$ cat src/updf_pkg.sv
`default_nettype none

package updf_pkg;

    localparam logic [31:0] EOP_WORD        = 32'hFFFF_FFFF;
    localparam logic [7:0]  SYNC_BYTE       = 8'h80;
    localparam int          BYTE_SHIFT      = 24;
    localparam logic [15:0] DROP_MASK_RESET = 16'h0024;

    // Number of bytes seen in the current packet, saturating at three.
    typedef enum logic [1:0] {
        POS_NONE = 2'd0,
        POS_ONE  = 2'd1,
        POS_TWO  = 2'd2,
        POS_MANY = 2'd3
    } pos_t;

    // Content of the input register as seen by the deframing logic.
    typedef struct packed {
        logic        valid;
        logic [31:0] word;
    } updf_item_t;

endpackage

`default_nettype wire

$ cat src/updf_in_stage.sv
`default_nettype none

module updf_in_stage
    import updf_pkg::*;
(
    input  wire logic        clk,
    input  wire logic        rst_n,
    input  wire logic        in_valid,
    output logic             in_stall,
    input  wire logic [31:0] capture_word,
    input  wire logic        advance,
    output updf_item_t       item
);

    logic        valid_reg;
    logic        valid_next;
    logic [31:0] word_reg;
    logic        accept;

    // The register may be refilled in the same cycle its item moves on.
    assign in_stall = valid_reg && !advance;
    assign accept   = in_valid && !in_stall;

    always_comb
    begin
        if (accept)
        begin
            valid_next = 1'b1;
        end
        else if (advance)
        begin
            valid_next = 1'b0;
        end
        else
        begin
            valid_next = valid_reg;
        end
    end

    always_ff @(posedge clk or negedge rst_n)
    begin
        if (!rst_n)
        begin
            valid_reg <= 1'b0;
        end
        else
        begin
            valid_reg <= valid_next;
        end
    end

    always_ff @(posedge clk)
    begin
        if (accept)
        begin
            word_reg <= capture_word;
        end
    end

    assign item.valid = valid_reg;
    assign item.word  = word_reg;

endmodule

`default_nettype wire

$ cat src/updf_core.sv
`default_nettype none

module updf_core
    import updf_pkg::*;
(
    input  wire logic        clk,
    input  wire logic        rst_n,
    input  wire updf_item_t  item,
    output logic             advance,
    input  wire logic        cfg_write,
    input  wire logic [15:0] cfg_data,
    output logic             out_valid,
    input  wire logic        out_stall,
    output logic [7:0]       packet_byte,
    output logic             last_byte
);

    logic [15:0] mask_reg;
    pos_t        pos_reg;
    pos_t        pos_next;
    logic        reject_reg;
    logic        reject_next;
    logic [7:0]  held_reg;
    logic [7:0]  held_next;
    logic        out_valid_reg;
    logic        out_valid_next;
    logic [7:0]  out_byte_reg;
    logic        out_last_reg;

    logic        is_eop;
    logic [7:0]  line_byte;
    logic        emit;
    logic        emit_last;

    // An item moves on only when the result register is free or being emptied.
    assign advance   = item.valid && (!out_valid_reg || !out_stall);
    assign is_eop    = (item.word == EOP_WORD);
    assign line_byte = item.word[BYTE_SHIFT +: 8];

    always_comb
    begin
        pos_next    = pos_reg;
        reject_next = reject_reg;
        held_next   = held_reg;
        emit        = 1'b0;
        emit_last   = 1'b0;
        if (is_eop)
        begin
            emit        = (pos_reg == POS_MANY) && !reject_reg;
            emit_last   = 1'b1;
            pos_next    = POS_NONE;
            reject_next = 1'b0;
        end
        else
        begin
            unique case (pos_reg)
                POS_NONE:
                begin
                    if (line_byte != SYNC_BYTE)
                    begin
                        reject_next = 1'b1;
                    end
                    pos_next = POS_ONE;
                end
                POS_ONE:
                begin
                    // The PID is valid when its upper nibble complements the lower.
                    if ((~line_byte[7:4]) != line_byte[3:0] || mask_reg[line_byte[3:0]])
                    begin
                        reject_next = 1'b1;
                    end
                    held_next = line_byte;
                    pos_next  = POS_TWO;
                end
                POS_TWO, POS_MANY:
                begin
                    emit      = !reject_reg;
                    held_next = line_byte;
                    pos_next  = POS_MANY;
                end
            endcase
        end
    end

    always_comb
    begin
        if (advance && emit)
        begin
            out_valid_next = 1'b1;
        end
        else if (out_valid_reg && !out_stall)
        begin
            out_valid_next = 1'b0;
        end
        else
        begin
            out_valid_next = out_valid_reg;
        end
    end

    always_ff @(posedge clk or negedge rst_n)
    begin
        if (!rst_n)
        begin
            mask_reg      <= DROP_MASK_RESET;
            pos_reg       <= POS_NONE;
            reject_reg    <= 1'b0;
            out_valid_reg <= 1'b0;
        end
        else
        begin
            if (cfg_write)
            begin
                mask_reg <= cfg_data;
            end
            if (advance)
            begin
                pos_reg    <= pos_next;
                reject_reg <= reject_next;
            end
            out_valid_reg <= out_valid_next;
        end
    end

    always_ff @(posedge clk)
    begin
        if (advance)
        begin
            held_reg <= held_next;
        end
        if (advance && emit)
        begin
            out_byte_reg <= held_reg;
            out_last_reg <= emit_last;
        end
    end

    assign out_valid   = out_valid_reg;
    assign packet_byte = out_byte_reg;
    assign last_byte   = out_last_reg;

endmodule

`default_nettype wire

$ cat src/usb_packet_deframe_filter_top.sv
// USB packet deframer with PID filter. One capture word is taken per cycle
// while in_stall is low; each sent byte passes from the input register through
// the held register into the result register. in_stall rises only while
// the result register holds a byte that the sink is stalling. A packet
// must open with sync 0x80, have at least three bytes and carry a valid
// PID whose type bit in the drop mask is clear (reset value drops ACK
// and SOF); its bytes are sent from the PID onward, one item each, with the
// final byte marked by last_byte. The mask may be written at any time
// (cfg_ready is always high); it is sampled when a packet's PID byte leaves
// the input register, so it should only be written while no item is in flight.
`default_nettype none

module usb_packet_deframe_filter_top
    import updf_pkg::*;
(
    input  wire logic        clk,
    input  wire logic        rst_n,
    input  wire logic        in_valid,
    output logic             in_stall,
    input  wire logic [31:0] capture_word,
    output logic             out_valid,
    input  wire logic        out_stall,
    output logic [7:0]       packet_byte,
    output logic             last_byte,
    input  wire logic        cfg_valid,
    output logic             cfg_ready,
    input  wire logic [15:0] cfg_data
);

    updf_item_t item;
    logic       advance;

    assign cfg_ready = 1'b1;

    updf_in_stage u_in_stage (
        .clk          (clk),
        .rst_n        (rst_n),
        .in_valid     (in_valid),
        .in_stall     (in_stall),
        .capture_word (capture_word),
        .advance      (advance),
        .item         (item)
    );

    updf_core u_core (
        .clk         (clk),
        .rst_n       (rst_n),
        .item        (item),
        .advance     (advance),
        .cfg_write   (cfg_valid && cfg_ready),
        .cfg_data    (cfg_data),
        .out_valid   (out_valid),
        .out_stall   (out_stall),
        .packet_byte (packet_byte),
        .last_byte   (last_byte)
    );

endmodule

`default_nettype wire

$ cat config.mk
export PLATFORM = sky130hd
export DESIGN_NAME = usb_packet_deframe_filter_top
export DESIGN_NICKNAME = d
export VERILOG_FILES = /design/src/updf_pkg.sv /design/src/updf_in_stage.sv /design/src/updf_core.sv /design/src/usb_packet_deframe_filter_top.sv
export SDC_FILE = /design/constraint.sdc
export NUM_CORES = 1
export LEC_CHECK = 0
export BUFFER_PORTS_ARGS = -buffer_cell sky130_fd_sc_hd__clkbuf_2
export CAP_MARGIN = 20
export CORE_MARGIN = 3
export CORE_UTILIZATION = 47
export DETAILED_ROUTE_END_ITERATION = 12
export PLACE_DENSITY = 0.86
export SYNTH_ARGS = -nofsm -noshare
export SYNTH_HDL_FRONTEND = slang
export SYNTH_HIERARCHICAL = 1
export SYNTH_SLANG_ARGS = --single-unit
export TNS_END_PERCENT = 50
$ cat constraint.sdc
create_clock -name clk -period 1.9 [get_ports clk]
set_input_delay 0.38 -clock clk [delete_from_list [all_inputs] [get_ports clk]]
set_output_delay 0.38 -clock clk [all_outputs]
set_load 0.02 [all_outputs]
**Yosys cells after proc, flatten, opt, wreduce, memory -nomap -nowiden**

Index checks and enable logic that the tools add are counted.

- Flip-flop bits (word level): 70
- Output and inout port bits: 12
- Word-level logic and storage cells: 56

- Magnitude comparators: 1
- Equal/unequal tests: 8
- Multiplexer cells: 15
- Bitwise logic cells: 2
- Reduce and logical (&&, ||, !) cells: 21

Operators with widths:

| cell | count |
|---|---|
| 32-bit == test, second input constant | 1 |
| 1-bit 2-to-1 mux | 11 |
| 8-bit != test, second input constant | 1 |
| 1-bit logical AND | 6 |
| 3-bit by 1-bit != test with 1-bit output, second input constant | 2 |
| 2-bit one-hot mux with 3 select lines | 1 |
| 1-bit zero test | 5 |
| 4-bit by 5-bit less-than comparator with 1-bit output, second input constant | 1 |
| 1-bit binary-select mux with 4-bit select | 1 |
| 2-bit == test, second input constant | 2 |
| 4-bit != test | 1 |
| 4-bit NOT | 1 |
| 4-bit AND reduction | 1 |
| 2-bit nonzero test | 2 |
| 3-bit AND reduction | 1 |
| 3-bit nonzero test | 1 |
| 3-bit OR reduction | 1 |
| 2-bit by 1-bit == test with 1-bit output, second input constant | 1 |
| 2-bit zero test | 1 |
| 1-bit logical OR | 2 |
| 2-bit 2-to-1 mux | 1 |
| 1-bit one-hot mux with 2 select lines | 1 |
| 2-bit OR reduction | 1 |
| 1-bit NOT | 1 |

**Depth between registers and ports, before layout**

- Word-level depth: 8
- Depth in mapped cells: 5

**Cells and area by module**

The synthesis kept the hierarchy.

Modules (own cells, without submodules):

| module | instances | cells each | area an instance (sq um) | seq. area each (sq um) |
|---|---|---|---|---|
| updf_core | 1 | 107 | 1602.8 | 1013.5 |
| updf_in_stage | 1 | 38 | 1026.0 | 985.9 |
| usb_packet_deframe_filter_top | 1 | 2 | 11.3 | 0.0 |

**Least setup slack after synthesis**

Ideal clock, no wire load.

- Kind: register to register
- Start: register u_in_stage.word_reg[26]
- End: register u_core.out_last_reg (netlist: u_core/last_byte), enable pin
- Arrival time: 1.529 ns
- Required time: 1.617 ns
- Setup slack: 0.088 ns
- Stages on the path, launching flop included: 6
- Path buffers: 1
- Clock period less this slack: 1.812 ns
- Path through: edfxtp_1 buf_4 nand4_1 or4_1 nor3_1 nor2_1

- Longest elaborated chain between the ends: 3

RTL lines:

| what | RTL line | RTL |
|---|---|---|
| start, declared | updf_in_stage.sv:17 | `logic [31:0] word_reg;` |
| start signal, assigned | updf_in_stage.sv:56 | `word_reg <= capture_word;` |
| 32-bit == test | updf_core.sv:37 | `assign is_eop = (item.word == EOP_WORD);` |
| 1-bit 2-to-1 mux | updf_core.sv:47 | `if (is_eop)` |
| 1-bit logical AND | updf_core.sv:131 | `if (advance && emit)` |
| end signal, assigned | updf_core.sv:134 | `out_last_reg <= emit_last;` |
| end, declared | updf_core.sv:28 | `logic out_last_reg;` |

No other way between the ends.
A chain may end at the register's enable or synchronous reset.

**Worst setup path in the final report**

- Start: register u_in_stage.valid_reg
- End: output port in_stall

- Longest elaborated chain between the ends: 3

RTL lines:

| what | RTL line | RTL |
|---|---|---|
| start, declared | updf_in_stage.sv:15 | `logic valid_reg;` |
| start signal, assigned | updf_in_stage.sv:48 | `valid_reg <= valid_next;` |
| 1-bit logical AND | updf_core.sv:36 | `assign advance = item.valid && (!out_valid_reg \|\| !out_stall);` |
| net advance | usb_packet_deframe_filter_top.sv:31 | `logic advance;` |
| 1-bit zero test | updf_in_stage.sv:21 | `assign in_stall = valid_reg && !advance;` |
| 1-bit logical AND | updf_in_stage.sv:21 |  |
| end, declared | usb_packet_deframe_filter_top.sv:19 | `output logic in_stall,` |

The timed path passes the listed nets, and every way through them passes these cells.

==> metrics.cfg <==
[grt]
grt_use_total_pct=15.5
grtUsageMet1_pct=19.9
use_met2_pct=24.1
grt_pass1_vias=1535
grt_max_degree=33
grt_remaining_overflow=0
busiest_layer=met2
use_met3_pct=3.44
grt_antenna_before_repair=0
grt_pass1_wl_um=7280

[placed_design]
portBuffers=63
placed_area_um2=3070
dp_hpwl_um=3370
dp_cells=283
gp_congestion=0.813
place_ws_ps=-1.80

[run]
max_cap_violations=0

[synth]
yosysWarnings=6
synth_area_leaders=edfxtp_1, dfrtp_1, mux2_1
synth.distinct_cells=37
synthArstFlopShare_pct=30.0
syn_area_um2=2640
syn_area_per_cell_um2=18.0
ys_seq_area_share_pct=75.7
synth_common_cells=edfxtp_1, dfrtp_1, mux2_1, nand4_1, mux2_2
synth.largest_area_cell=edfxtp_1
netlist.area_leader.share_pct=55.7
syn_nets=200
synthCells=147
synth-edff-count=49
synth.most_common_cell=edfxtp_1
synth_seq_cells=70
synth_ff_type=edfxtp_1

[worst_hold_path]
min_path_type=primary input to asynchronous set/reset pin

[layout]
largest_reg_flops=32
area_delta_synth_final_pct=24.3
postLayoutCellArea_um2=3280
finish.utilization_pct=62.3
final_cells=299
insertedDiodeCount=0
final_nets=277
drive_gt1_share_pct=47.2

[pwr]
ir_drop_uv=632
internal-power_w=0.00269
power_frac_seq_pct=54.8
power_density_nw_per_um2=1100
combPwrFrac_pct=13.0
power_switching_w=0.000904
power_w=0.00360
p_leak_nw=1.33
switching_share_pct=25.1
power_frac_clock_pct=32.2

[sta]
period_needed_ps=1800
finClkSkew_ps=5.96
worst_slack_ps=95.1
finalHoldViolations=0
post-route-period-util_pct=95.0
slew-limit-headroom_pct=59.7
worst_slew_pin_slew_ps=602
clock.fmax_ghz=0.554
setup_violations=0
drv_slew=0

[floorplan]
die-height_um=80.9
rows=26
dieArea_um2=6550
initial_core_util_pct=50.1
die_w_um=80.9
io_pins=65
core_area_um2=5270

[drt]
wirelength_um=4540
dr.pass1.iters=4
viasPerCell=5.04
drt_iter0_markers=80
ant_nets=0
vias=1508
wl_per_cell_um=15.2
drc=0

[worst_setup_path]
critPathCaptureType=output pin
required_ps=1520
crit_chain=a21bo_2, inv_2, nand2b_4, inv_1, clkbuf_2
crit_buf_inv=3
critPathTopFamily=flip-flops
cp_num_cells=5
arrival_ps=1420
path_class=flip-flop to output pin
reg2reg_depth=5
reg2reg_slack_ps=100
slowest_stage=dfrtp_1
crit_path_max_incr_delay_ps=400
crit_fanout=5
critPathLaunchType=flip-flop

[clocking]
cts.hold.buffers_added=0
cts-root-buf=clkbuf_8
cts_buffers=9
cts_tree=done
h-tree-depth=3
clock_latency_ps=340
clkSlewWorstSetupHoldPaths_ps=70
cts_sinks=70
clockBufferDepth=2

[status]
status=finished clean

==> power groups by stage <==
stage	combinational [W]	clock [W]	sequential, W
after global placement	0.000447	0	0.00199
after detailed placement	0.000459	0	0.00200
final	0.000466	0.00116	0.00197
after floorplan	0.000249	0	0.00203
after global routing	0.000511	0.00127	0.00199
after CTS	0.000465	0.00119	0.00197
==> kinds of logic after synthesis <==
logic type,share of synthesized area (%)
AO/OA/AOI/OAI,2.89
XOR/XNOR,0.995
buffers and inverters,2.56
flip-flops,75.7
multiplexers,10.9
other,0.142
AND/OR/NAND/NOR,6.82
==> stage by stage <==
step                      hold WS [ps]  setup TNS [ps]
after global placement             373               0
after detailed placement           379           -15.3
after global routing              25.1           -4.60
after floorplan                   84.4               0
after CTS                         9.00               0
final                             7.09               0
==> cell usage in the layout (no fill, tap or decap), drive strengths merged, types with 3 or more instances in the layout <==
| cell | instances |
|---|---|
| buf | 10 |
| xor2 | 3 |
| mux2 | 17 |
| dfrtp | 19 |
| nand4 | 9 |
| nor2 | 4 |
| inv | 7 |
| mux4 | 3 |
| clkbuf | 72 |
| nor3 | 4 |
| o21ai | 3 |
| edfxtp | 49 |
==> timing repair <==
item | CTS | global route
buffers inserted | 0 | 0
gates resized for setup | 1 | 2
endpoints found under the setup margin | 9 | 10
==> layer usage <==
layer | part of all wire, % | vias up
met3 | 4.4 | 5
met1 | 42 | 733
li1 | - | 721
met2 | 52 | 49
met4 | 2.0 | 0
met5 | 0 | -
==> path summary, 6_finish.rpt <==
kind	endpoint	from
setup / recovery	in_stall	u_in_stage/valid_reg
hold / removal	u_core/pos_reg[1]	rst_n
setup reg to reg	u_core/reject_reg	u_in_stage/word_reg[24]
hold reg to reg	u_core/packet_byte[1]	u_core/held_reg[1]
max in group asynchronous	u_core/mask_reg[2]	rst_n
min in group clk	u_in_stage/word_reg[3]	capture_word[3]
==> final cells by class <==
class / count / area [um2]
inverters: 5 / 18.8
multi-input cells: 65 / 589
well taps: 70 / 87.6
fillers: 420 / 1990
flip-flops and latches: 70 / 2000
clock inverters: 7 / 72.6
clock buffers: 9 / 124
repair buffers: 73 / 390
(Power assumes the default switching activity.)
